<file path="src/hdl/sfd_pkg.sv">
package sfd_pkg;

    localparam int STORE_DEPTH    = 65536;
    localparam int SAMPLE_BITS    = 16;
    localparam int ADDR_BITS      = $clog2(STORE_DEPTH);
    localparam int DELAY_BITS     = 16;
    localparam int GAIN_BITS      = 16;
    localparam int CFG_INDEX_BITS = 3;
    localparam int CFG_DATA_BITS  = 16;

    localparam int TAP_SUM_BITS   = SAMPLE_BITS + 1;
    localparam int FB_PROD_BITS   = TAP_SUM_BITS + GAIN_BITS;
    localparam int DRY_PROD_BITS  = SAMPLE_BITS + GAIN_BITS + 1;
    localparam int WET_PROD_BITS  = TAP_SUM_BITS + GAIN_BITS + 1;
    localparam int WIDE_BITS      = WET_PROD_BITS + 1;

    // feedback is scaled by 2^16 (tap sum carries one extra bit), mix by 2^15
    localparam int FB_SHIFT       = GAIN_BITS;
    localparam int MIX_SHIFT      = GAIN_BITS - 1;

    typedef logic signed [SAMPLE_BITS-1:0]  sample_t;
    typedef logic        [ADDR_BITS-1:0]    addr_t;
    typedef logic        [DELAY_BITS-1:0]   delay_t;
    typedef logic signed [GAIN_BITS-1:0]    gain_t;
    typedef logic        [GAIN_BITS-1:0]    wet_t;
    typedef logic signed [GAIN_BITS:0]      gain_ext_t;
    typedef logic signed [TAP_SUM_BITS-1:0] tap_sum_t;
    typedef logic signed [WIDE_BITS-1:0]    wide_t;

    typedef enum logic [1:0] {
        MODE_NORMAL,
        MODE_EXTRA_TAP,
        MODE_AVG_TAP,
        MODE_PING_PONG
    } mode_t;

    typedef enum logic [CFG_INDEX_BITS-1:0] {
        REG_MODE,
        REG_FEEDBACK_GAIN,
        REG_WET_GAIN,
        REG_LEFT_MAIN_DELAY,
        REG_RIGHT_MAIN_DELAY,
        REG_LEFT_TAP_DELAY,
        REG_RIGHT_TAP_DELAY
    } cfg_reg_t;

    localparam wet_t      WET_UNITY  = wet_t'(1 << (GAIN_BITS - 1));
    localparam gain_ext_t GAIN_UNITY = gain_ext_t'(1 << (GAIN_BITS - 1));
    localparam wide_t     SAMPLE_MAX = wide_t'((longint'(1) << (SAMPLE_BITS - 1)) - 1);
    localparam wide_t     SAMPLE_MIN = -SAMPLE_MAX - wide_t'(1);
    localparam wide_t     FB_HALF    = wide_t'(1 << (FB_SHIFT - 1));
    localparam wide_t     MIX_HALF   = wide_t'(1 << (MIX_SHIFT - 1));

    typedef struct packed {
        sample_t left_in;
        sample_t right_in;
    } in_item_t;

    typedef struct packed {
        sample_t left_mix;
        sample_t right_mix;
    } out_item_t;

    typedef struct packed {
        mode_t mode;
        gain_t fb_gain;
        wet_t  wet_gain;
    } lane_cfg_t;

    typedef struct packed {
        logic    en;
        addr_t   addr;
        sample_t data;
    } mem_wr_t;

    typedef struct packed {
        sample_t                          sample;
        logic signed [FB_PROD_BITS-1:0]   fb_prod;
        logic signed [DRY_PROD_BITS-1:0]  dry_prod;
        logic signed [WET_PROD_BITS-1:0]  wet_prod;
    } lane_prod_t;

    function automatic addr_t delay_addr(input addr_t wp, input delay_t delay);
        logic [31:0] d;
        d = 32'(delay);
        if (d == 32'd0) begin
            d = 32'd1;
        end
        if (d >= 32'(STORE_DEPTH)) begin
            d = 32'(STORE_DEPTH - 1);
        end
        return wp - d[ADDR_BITS-1:0];
    endfunction

    function automatic sample_t sat_sample(input wide_t v);
        if (v > SAMPLE_MAX) begin
            return sample_t'(SAMPLE_MAX);
        end
        if (v < SAMPLE_MIN) begin
            return sample_t'(SAMPLE_MIN);
        end
        return sample_t'(v);
    endfunction

endpackage

</file>
<file path="src/hdl/sfd_merge.sv">
module sfd_merge (
    input  sfd_pkg::mode_t      mode,
    input  sfd_pkg::lane_prod_t left_prod,
    input  sfd_pkg::lane_prod_t right_prod,
    output sfd_pkg::sample_t    left_wr,
    output sfd_pkg::sample_t    right_wr,
    output sfd_pkg::out_item_t  result
);
    import sfd_pkg::*;

    wide_t fb_left;
    wide_t fb_right;
    wide_t in_left;
    wide_t in_right;
    wide_t mix_left;
    wide_t mix_right;

    always_comb begin
        fb_left   = (wide_t'(left_prod.fb_prod) + FB_HALF) >>> FB_SHIFT;
        fb_right  = (wide_t'(right_prod.fb_prod) + FB_HALF) >>> FB_SHIFT;
        in_left   = wide_t'(left_prod.sample);
        in_right  = wide_t'(right_prod.sample);

        if (mode == MODE_PING_PONG) begin
            left_wr  = sat_sample(in_right + fb_right);
            right_wr = sat_sample(in_left + fb_left);
        end else begin
            left_wr  = sat_sample(in_left + fb_left);
            right_wr = sat_sample(in_right + fb_right);
        end

        mix_left  = (wide_t'(left_prod.dry_prod) + wide_t'(left_prod.wet_prod) + MIX_HALF)
                    >>> MIX_SHIFT;
        mix_right = (wide_t'(right_prod.dry_prod) + wide_t'(right_prod.wet_prod) + MIX_HALF)
                    >>> MIX_SHIFT;
        result.left_mix  = sat_sample(mix_left);
        result.right_mix = sat_sample(mix_right);
    end

endmodule

</file>
<file path="config.mk">
export PLATFORM = sky130hd
export DESIGN_NAME = sfd_merge
export DESIGN_NICKNAME = d
export VERILOG_FILES = /design/src/hdl/sfd_pkg.sv /design/src/hdl/sfd_merge.sv
export SDC_FILE = /design/constraint.sdc
export NUM_CORES = 1
export LEC_CHECK = 0
export BUFFER_PORTS_ARGS = -buffer_cell sky130_fd_sc_hd__clkbuf_2
export CAP_MARGIN = 20
export CORE_UTILIZATION = 27
export DETAILED_ROUTE_END_ITERATION = 16
export PLACE_DENSITY_LB_ADDON = 0.1
export SYNTH_ARGS = -nofsm -noshare
export SYNTH_HDL_FRONTEND = slang
export SYNTH_SLANG_ARGS = --single-unit
</file>
<file path="constraint.sdc">
create_clock -name vclk -period 6
set_clock_uncertainty 0.2 [all_clocks]
set_input_delay 0.6 -clock vclk [all_inputs]
set_output_delay 0.6 -clock vclk [all_outputs]
set_load 0.05 [all_outputs]
</file>
==> impl_results.md, run 1 <==
* Outcome: completed
* Placer Congestion at 0.870
* Fin. Hold Viols at 0
* Startpoint types: input pin
* Cts repair resizes at 0
* WS Path Type: in2out
* Relative slew slack at 60.1%
* GRT Total Usage at 16.0%
* Hold_buf cts at 0
* Clock power share at 0%
* Post-route antenna net violation count at 0
* Syn. warnings at 0
* CP Capture Type: output port
* Layout cells sized above 1 at 25.0%
* Final Cycle Share at 90.1%
* Die W at 162 µm
* Hold_sp: right_prod[106]
* Vias in the first global route at 7525
* FF+latch area at 0 µm²
* Worst vdd ir at 0.169 mV
* Comb power frac at 100.0%
* Post-route minimum period at 5.41 ns
* FP Rows at 58
* Net Count, Synth at 1365
* Leakage at 4.63 nW
* Hold endpoint: left_wr[6]
* Fin Setup TNS at 0 ns
* DR iter-0 viols at 215
* Starting density of the core at 27.6%
* Critical path peak fanout at 15
* Final Core Density at 35.7%
* Die H at 162 µm
* I/O pins at 298
* Initial antenna violation count at 3
* Area of the core at 0.0252 mm²
* Hold Crit Depth at 6
* Clkbuf count at 0
* Die area at 0.0264 mm²
* Post-CTS Setup Repair Bufs at 0
* Cells after synthesis at 957
* Psw at 1.12 mW
* Final setup violation count at 0
* Num sequential at 0
* Synth unique cells at 63
* DRT Wirelength at 22300 µm
* Vias at 7862
* Pre-CTS setup slack at 0.330 ns
* Count of fill cells added during filler insertion at 2745
* Vias per inst at 5.08
* DR DRC count at 0
* Routed len/inst at 14.4 µm
* Reg power frac at 0%
* Crit path DAT at 4.61 ns
* Slew @ Worst Pin at 0.594 ns
* RSZ-0062 raised after global routing: false
* Switching Share at 64.7%
* Mapped Avg Cell Area at 7.26 µm²
* Largest net degree at the start of global routing at 16
* Max_cap viols at 0
* PwrDens at 193 mW/mm²
* Int Pwr at 613 µW
* Maximum clock rate at 185 MHz
* First-pass GRT wire length at 35700 µm
* # placed instances at 1546
* DP Wirelength at 19800 µm
* Syn Std Cell Area at 0.00695 mm²
* Synth-to-Final Area Change at 29.3%
* Final Max Slew Viols at 0
* Post-synthesis sequential area ratio at 0%
* Worst hold path type: in2out
* Buffers on Ports at 268
* Global route overflow at 0
* Final worst slack at 0.594 ns
* Nets at 1627
* Required time worst endpoint at 5.20 ns
* TritonRoute pass-1 iters at 4
* Post-route insts no fill at 1548
worst max-delay path: stages:
cell	delay [ns]
clkbuf_2	0.12
and3_1	0.20
and3_1	0.21
nand4_1	0.22
nor2_1	0.18
xor2_1	0.17
ha_1	0.31
a21o_1	0.20
a21o_1	0.18
a2111oi_0	0.45
a21oi_1	0.13
o41ai_1	0.34
xor2_1	0.17
a31oi_1	0.32
a21oi_2	0.05
buf_4	0.20
a22oi_1	0.36
buf_12	0.19
per-layer routing:
layer | part of all wire (%) | global-route usage [%] | up-vias | wire, µm
met3 | 5.0 | 1.58 | 14 | 1120
met1 | 46 | 21.1 | 3504 | 10200
met2 | 48 | 28.9 | 187 | 10800
li1 | - | - | 4153 | -
met5 | 0.11 | 0 | - | 25
met4 | 0.88 | 1.33 | 4 | 196
cells by family (layout without fill, tap and decap cells):
kind of cell,Yosys count,after routing,share of synthesized area [%]
other,0,1,0
muxes,4,4,0.612
adders and majority gates,174,174,31.6
xor gates and xnor gates,98,98,12.5
and+or+nand+nor,284,284,19.2
AOI/OAI and AO/OA,343,343,33.0
buffers and inverters,54,314,3.13
Yosys cell counts, types with 6 or more instances:
cell type | instances | area [µm²]
a21oi_1 | 87 | 435
nand2b_1 | 7 | 43.8
o21a_1 | 11 | 82.6
clkbuf_1 | 14 | 52.6
o21ai_1 | 29 | 145
a211oi_1 | 8 | 60.1
o21ai_2 | 10 | 87.6
a21o_1 | 43 | 323
inv_1 | 35 | 131
o21ai_0 | 44 | 220
or3_1 | 6 | 37.5
o211ai_1 | 9 | 67.6
nor3_1 | 20 | 100
nand4_1 | 19 | 119
nand2_1 | 96 | 360
a22oi_1 | 30 | 225
a31oi_1 | 11 | 68.8
o21bai_1 | 13 | 97.6
and3_1 | 16 | 100
o31ai_1 | 9 | 67.6
nor2_1 | 57 | 214
ha_1 | 172 | 2150
nor2b_1 | 6 | 37.5
nand3_1 | 37 | 185
xnor2_1 | 54 | 473
xor2_1 | 43 | 377
how the worst max path moves through the flow:
stage	startpoint	endpoint	slack [ns]	cells past startpoint
after detailed placement	right_prod[84]	left_wr[14]	0.33	17
after CTS	right_prod[84]	left_wr[14]	0.32	15
after global routing	right_prod[84]	right_wr[13]	0.17	19
final	left_prod[84]	left_wr[13]	0.59	18
after global placement	right_prod[84]	left_wr[14]	0.32	17
after floorplan	left_prod[86]	left_wr[10]	0.58	16
final cells by class:
type	instances	area [µm²]	area share [%]
multi-input combinational	903	6730	74.9
inverter	35	131	1.46
antenna	1	2.50	0.0278
tap	330	413	4.59
timing repair buffer	279	1710	19.0
power by group through the flow:
| stage | clock, mW | combinational, mW | sequential [mW] |
|---|---|---|---|
| final | 0.0000000223 | 1.73 | 0 |
| after global routing | 0 | 1.88 | 0 |
| after CTS | 0 | 1.74 | 0 |
| after detailed placement | 0 | 1.73 | 0 |
| after global placement | 0 | 1.74 | 0 |
| after floorplan | 0 | 1.21 | 0 |
through the flow:
stage / hold WS (ns) / cell area [µm²] / total power, mW
detailed placement: 1.68 / 8980 / 1.73
global placement: 1.68 / 8980 / 1.74
floorplan: 1.45 / 6950 / 1.21
finish: 1.68 / 8990 / 1.73
CTS: 1.69 / 8980 / 1.74
global route: 1.71 / 8980 / 1.88
layout by cell type (no fill, tap or decap), types with 6 or more instances in the layout:
cell type  netlist  final
o21a_1          11     11
and3_1          16     16
o21ai_0         44     44
ha_1           172    172
nand2_1         96     96
o21ai_2         10     10
xor2_1          43     43
nor3_1          20     20
xnor2_1         54     54
buf_12           0     19
o211ai_1         9      9
inv_1           35     35
a21oi_1         87     87
buf_4            1     11
or3_1            6      6
clkbuf_2         0    249
nand2b_1         7      7
a22oi_1         30     30
nor2_1          57     57
a21o_1          43     43
nand3_1         37     37
a211oi_1         8      8
o21ai_1         29     29
nand4_1         19     19
a31oi_1         11     11
nor2b_1          6      6
o31ai_1          9      9
o21bai_1        13     13
(Power assumes the default switching activity.)
==> inputs of run 2 (changes only) <==
--- a/config.mk
+++ b/config.mk
@@ -9,6 +9,7 @@
 export CAP_MARGIN = 20
 export CORE_UTILIZATION = 27
 export DETAILED_ROUTE_END_ITERATION = 16
+export MAX_ROUTING_LAYER = met4
 export PLACE_DENSITY_LB_ADDON = 0.1
 export SYNTH_ARGS = -nofsm -noshare
 export SYNTH_HDL_FRONTEND = slang
==> run 2 against run 1 <==
Net effect:
- cell count rose by 0.13%
- die area did not move
- worst setup slack got worse by 0.0048 ns
- core utilization barely moved
- wire length barely moved
- sequential share of layout area did not move
- via count fell by 0.17%
- power barely moved
- non-clock buffer count did not move
==> impl_results.md, run 2 (synthesized netlist as in run 1, its figures left out) <==
* Final Cycle Share at 90.2%
* Die W at 162 µm
* Vias at 7849
* Routed len/inst at 14.4 µm
* Worst setup path startpoint: left_prod[84]
* Hold_sp: right_prod[106]
* Area of the core at 0.0252 mm²
* Num sequential at 0
* Vias in the first global route at 7528
* Reg power frac at 0%
* Final Max Slew Viols at 0
* Fin. Hold Viols at 0
* Most common cell after layout, fill and taps aside: clkbuf_2
* Final Core Density at 35.7%
* Final worst slack at 0.589 ns
* Post-route minimum period at 5.41 ns
* Starting density of the core at 27.6%
* Global route overflow at 0
* Commonest cells after routing, fill and taps aside: clkbuf_2, ha_1, nand2_1
* Worst hold path type: in2out
* RSZ-0062 raised after global routing: false
* Die area at 0.0264 mm²
* Synth-to-Final Area Change at 29.4%
* Relative slew slack at 60.2%
* Hold Crit Depth at 6
* Pre-CTS setup slack at 0.330 ns
* Worst vdd ir at 0.170 mV
* Startpoint types: input pin
* Post-route antenna net violation count at 0
* # placed instances at 1546
* Int Pwr at 613 µW
* GRT Total Usage at 16.5%
* Post-route insts no fill at 1550
* Critical path peak fanout at 15
* FF+latch area at 0 µm²
* PwrDens at 193 mW/mm²
* Cts repair resizes at 0
* Psw at 1.12 mW
* First-pass GRT wire length at 35600 µm
* Comb power frac at 100.0%
* Maximum clock rate at 185 MHz
* DRT Wirelength at 22300 µm
* Hold_buf cts at 0
* Slowest stage delay, CP at 0.45 ns
* Final setup violation count at 0
* Layout cells sized above 1 at 25.0%
* Slowest library cell on the worst path: a2111oi_0
* Max_cap viols at 0
* Initial antenna violation count at 3
* CP cell instances: clkbuf_2 -> and3_1 -> and3_1 -> nand4_1 -> nor2_1 -> xor2_1 -> ha_1 -> a21o_1 -> a21o_1 -> a2111oi_0 -> a21oi_1 -> o41ai_1 -> xor2_1 -> a31oi_1 -> a21oi_2 -> buf_4 -> a22oi_1 -> buf_12
* Leakage at 4.63 nW
* I/O pins at 298
* Crit path DAT at 4.61 ns
* Switching Share at 64.7%
* Die H at 162 µm
* TritonRoute pass-1 iters at 5
* Clkbuf count at 0
* CP Capture Type: output port
* Post-CTS Setup Repair Bufs at 0
* Vias per inst at 5.06
* Hold endpoint: right_wr[6]
* Nets at 1627
* Buffers on Ports at 268
* DR iter-0 viols at 234
* Fin Setup TNS at 0 ns
* Required time worst endpoint at 5.20 ns
* Largest net degree at the start of global routing at 16
* Clock power share at 0%
* Placer Congestion at 0.884
* DR DRC count at 0
* FP Rows at 58
* Outcome: completed
* Slew @ Worst Pin at 0.593 ns
* Delay-heaviest family, CP: compound AO/OA/AOI/OAI gates
* DP Wirelength at 19800 µm
* WS Path Type: in2out
* WP buf/inv at 3
-- run 2: worst max-delay path by stage --
stage | depth (start not counted) | slack [ns] | to
3_3_place_gp | 17 | 0.32 | left_wr[14]
5_1_grt | 19 | 0.17 | right_wr[13]
2_1_floorplan | 16 | 0.58 | left_wr[10]
4_1_cts | 15 | 0.32 | left_wr[14]
6_report | 18 | 0.59 | left_wr[14]
3_5_place_dp | 17 | 0.33 | left_wr[14]
-- run 2: final cells by class --
cell class / count / area, µm²
tap: 330 / 413
antenna: 3 / 7.51
multi-input combinational: 903 / 6730
inverter: 35 / 131
fill: 2742 / 16200
timing repair buffer: 279 / 1710
-- run 2: per-layer routing --
| metal | vias to the layer above | GRT usage, % | share of wire [%] |
|---|---|---|---|
| met3 | 10 | 1.48 | 4.9 |
| met5 | - | - | 0 |
| met2 | 191 | 28.9 | 48 |
| li1 | 4156 | - | - |
| met1 | 3492 | 21.1 | 46 |
| met4 | 0 | 1.33 | 0.85 |
-- run 2: power by group through the flow --
| stage | registers (mW) | logic [mW] | clock network, mW |
|---|---|---|---|
| global placement | 0 | 1.74 | 0 |
| detailed placement | 0 | 1.73 | 0 |
| finish | 0 | 1.74 | 0.0000000669 |
| floorplan | 0 | 1.21 | 0 |
| global route | 0 | 1.88 | 0.0000000669 |
| CTS | 0 | 1.74 | 0 |
-- run 2: through the flow --
step / hold slack [ns] / instance area [µm²] / total power [mW]
after global routing: 1.71 / 8990 / 1.88
after floorplan: 1.45 / 6950 / 1.21
after detailed placement: 1.68 / 8980 / 1.73
after CTS: 1.69 / 8980 / 1.74
after global placement: 1.68 / 8980 / 1.74
final: 1.68 / 8990 / 1.74
==> inputs of run 3 (changes only) <==
--- a/config.mk
+++ b/config.mk
@@ -7,6 +7,7 @@
 export LEC_CHECK = 0
 export BUFFER_PORTS_ARGS = -buffer_cell sky130_fd_sc_hd__clkbuf_2
 export CAP_MARGIN = 20
+export CORE_ASPECT_RATIO = 0.6
 export CORE_UTILIZATION = 27
 export DETAILED_ROUTE_END_ITERATION = 16
 export MAX_ROUTING_LAYER = met4
==> run 3 against run 2 <==
Net effect:
- worst setup slack worse by 0.12 ns
- wire length is 7.7% higher
- fmax down 2.2%
- critical endpoint is now right_wr[5]
- sequential share of layout area unchanged
- hold slack worse by 0.0044 ns
- die area barely moved
- first-iteration DRC count is 120% higher
- power shrank 5.3%
- critical path depth stayed put
- core utilization shrank 1.3 points
==> impl_results.md, run 3 (synthesized netlist as in run 1, its figures left out) <==
* Critical path peak fanout at 14
* TritonRoute pass-1 iters at 5
* Layout cells sized above 1 at 24.9%
* Pwr Total at 1.64 mW
* Num sequential at 0
* DR DRC count at 0
* Worst vdd ir at 0.127 mV
* Fin Setup TNS at 0 ns
* Startpoint types: input pin
* Hold_sp: right_prod[100]
* # diodes at 0
* Required time worst endpoint at 5.20 ns
* Starting density of the core at 27.5%
* Final Cycle Share at 92.3%
* Leakage at 4.50 nW
* Clkbuf count at 0
* Count of fill cells added during filler insertion at 2802
* Multi-input logic area at 0.00673 mm²
* Most common cell after layout, fill and taps aside: clkbuf_2
* DRT Wirelength at 24000 µm
* Worst Hold Slack at 1.67 ns
* Worst setup path startpoint: left_prod[84]
* Slew @ Worst Pin at 0.938 ns
* FF+latch area at 0 µm²
* Max_cap viols at 0
* Die W at 209 µm
* RSZ-0062 raised after global routing: false
* Final worst slack at 0.464 ns
* Initial antenna violation count at 0
* Largest net degree at the start of global routing at 16
* Slowest stage delay, CP at 0.46 ns
* Worst hold path type: in2out
* Pre-CTS setup slack at 0.382 ns
* Die area at 0.0264 mm²
* Cts repair resizes at 0
* Vias at 7840
* DP Wirelength at 21700 µm
* Final Max Slew Viols at 0
* Die H at 126 µm
* Hold_buf cts at 0
* Outcome: completed
* Fin. Hold Viols at 0
* Area of the core at 0.0253 mm²
* Nets at 1626
* Routed len/inst at 15.6 µm
* CP cell instances: clkbuf_2 -> and3_1 -> and3_1 -> nand4_1 -> nor2_1 -> xor2_1 -> ha_1 -> a21o_1 -> a21o_1 -> a2111oi_0 -> a21oi_1 -> o41ai_1 -> xor2_1 -> o31ai_1 -> buf_4 -> nand2_1 -> a22oi_1 -> clkbuf_2
* Final Core Density at 34.4%
* Relative slew slack at 37.3%
* DR iter-0 viols at 526
* Post-route minimum period at 5.54 ns
* Vias per inst at 5.07
* PwrDens at 189 mW/mm²
* Final setup violation count at 0
* Post-CTS Setup Repair Bufs at 0
* FP Rows at 45
* I/O pins at 298
* Synth-to-Final Area Change at 25.1%
* Commonest cells after routing, fill and taps aside: clkbuf_2, ha_1, nand2_1
* WS Path Type: in2out
* First-pass GRT wire length at 38500 µm
* Post-route antenna net violation count at 0
* Crit path DAT at 4.74 ns
* Vias in the first global route at 7153
* CP Capture Type: output port
* Maximum clock rate at 181 MHz
* Slowest library cell on the worst path: o41ai_1
* Global route overflow at 0
* GRT Total Usage at 18.1%
* Buffers on Ports at 268
* Placer Congestion at 0.876
==> run 3: cell count changes in the layout (fill, tap and decap cells not counted), sizes merged <==
cell and change:
clkbuf +19, buf -20, diode -3
==> run 3: layer usage <==
layer / up-vias / global-route usage (%) / share of wire (%)
met5: - / - / 0
met4: 0 / 0 / 0
met3: 0 / 0.449 / 4.2
met2: 212 / 22.4 / 35
met1: 3481 / 31.7 / 61
li1: 4147 / - / -
==> run 3: area by class of cell <==
cell class,instances,share of cell area (%)
well taps,329,4.74
repair buffers,278,16.3
multi-input cells,903,77.5
inverters,35,1.51
==> run 3: worst paths after layout <==
kind                       to  slack, ns  cells past startpoint
setup / recovery  right_wr[5]       0.46                     18
hold / removal    right_wr[0]       1.67                      5
==> run 3: through the flow <==
stage	area, µm²	instances
after CTS	8680	1544
after global routing	8690	1545
after detailed placement	8680	1544
final	8690	1545
after global placement	8680	1544
after floorplan	6950	957
==> run 3: worst max-delay path: cells and delay by family <==
| kind | cells | cell delay, ns |
|---|---|---|
| compound gates | 7 | 1.90 |
| xor+xnor | 2 | 0.37 |
| buf+inv | 3 | 0.65 |
| fa+ha+maj | 1 | 0.30 |
| simple gates | 5 | 0.93 |
==> run 3: report_power, final <==
part	leakage, nW	switching, mW	internal, mW
clock	0	0	0
sequential	0	0	0
combinational	4.50	1.13	0.516
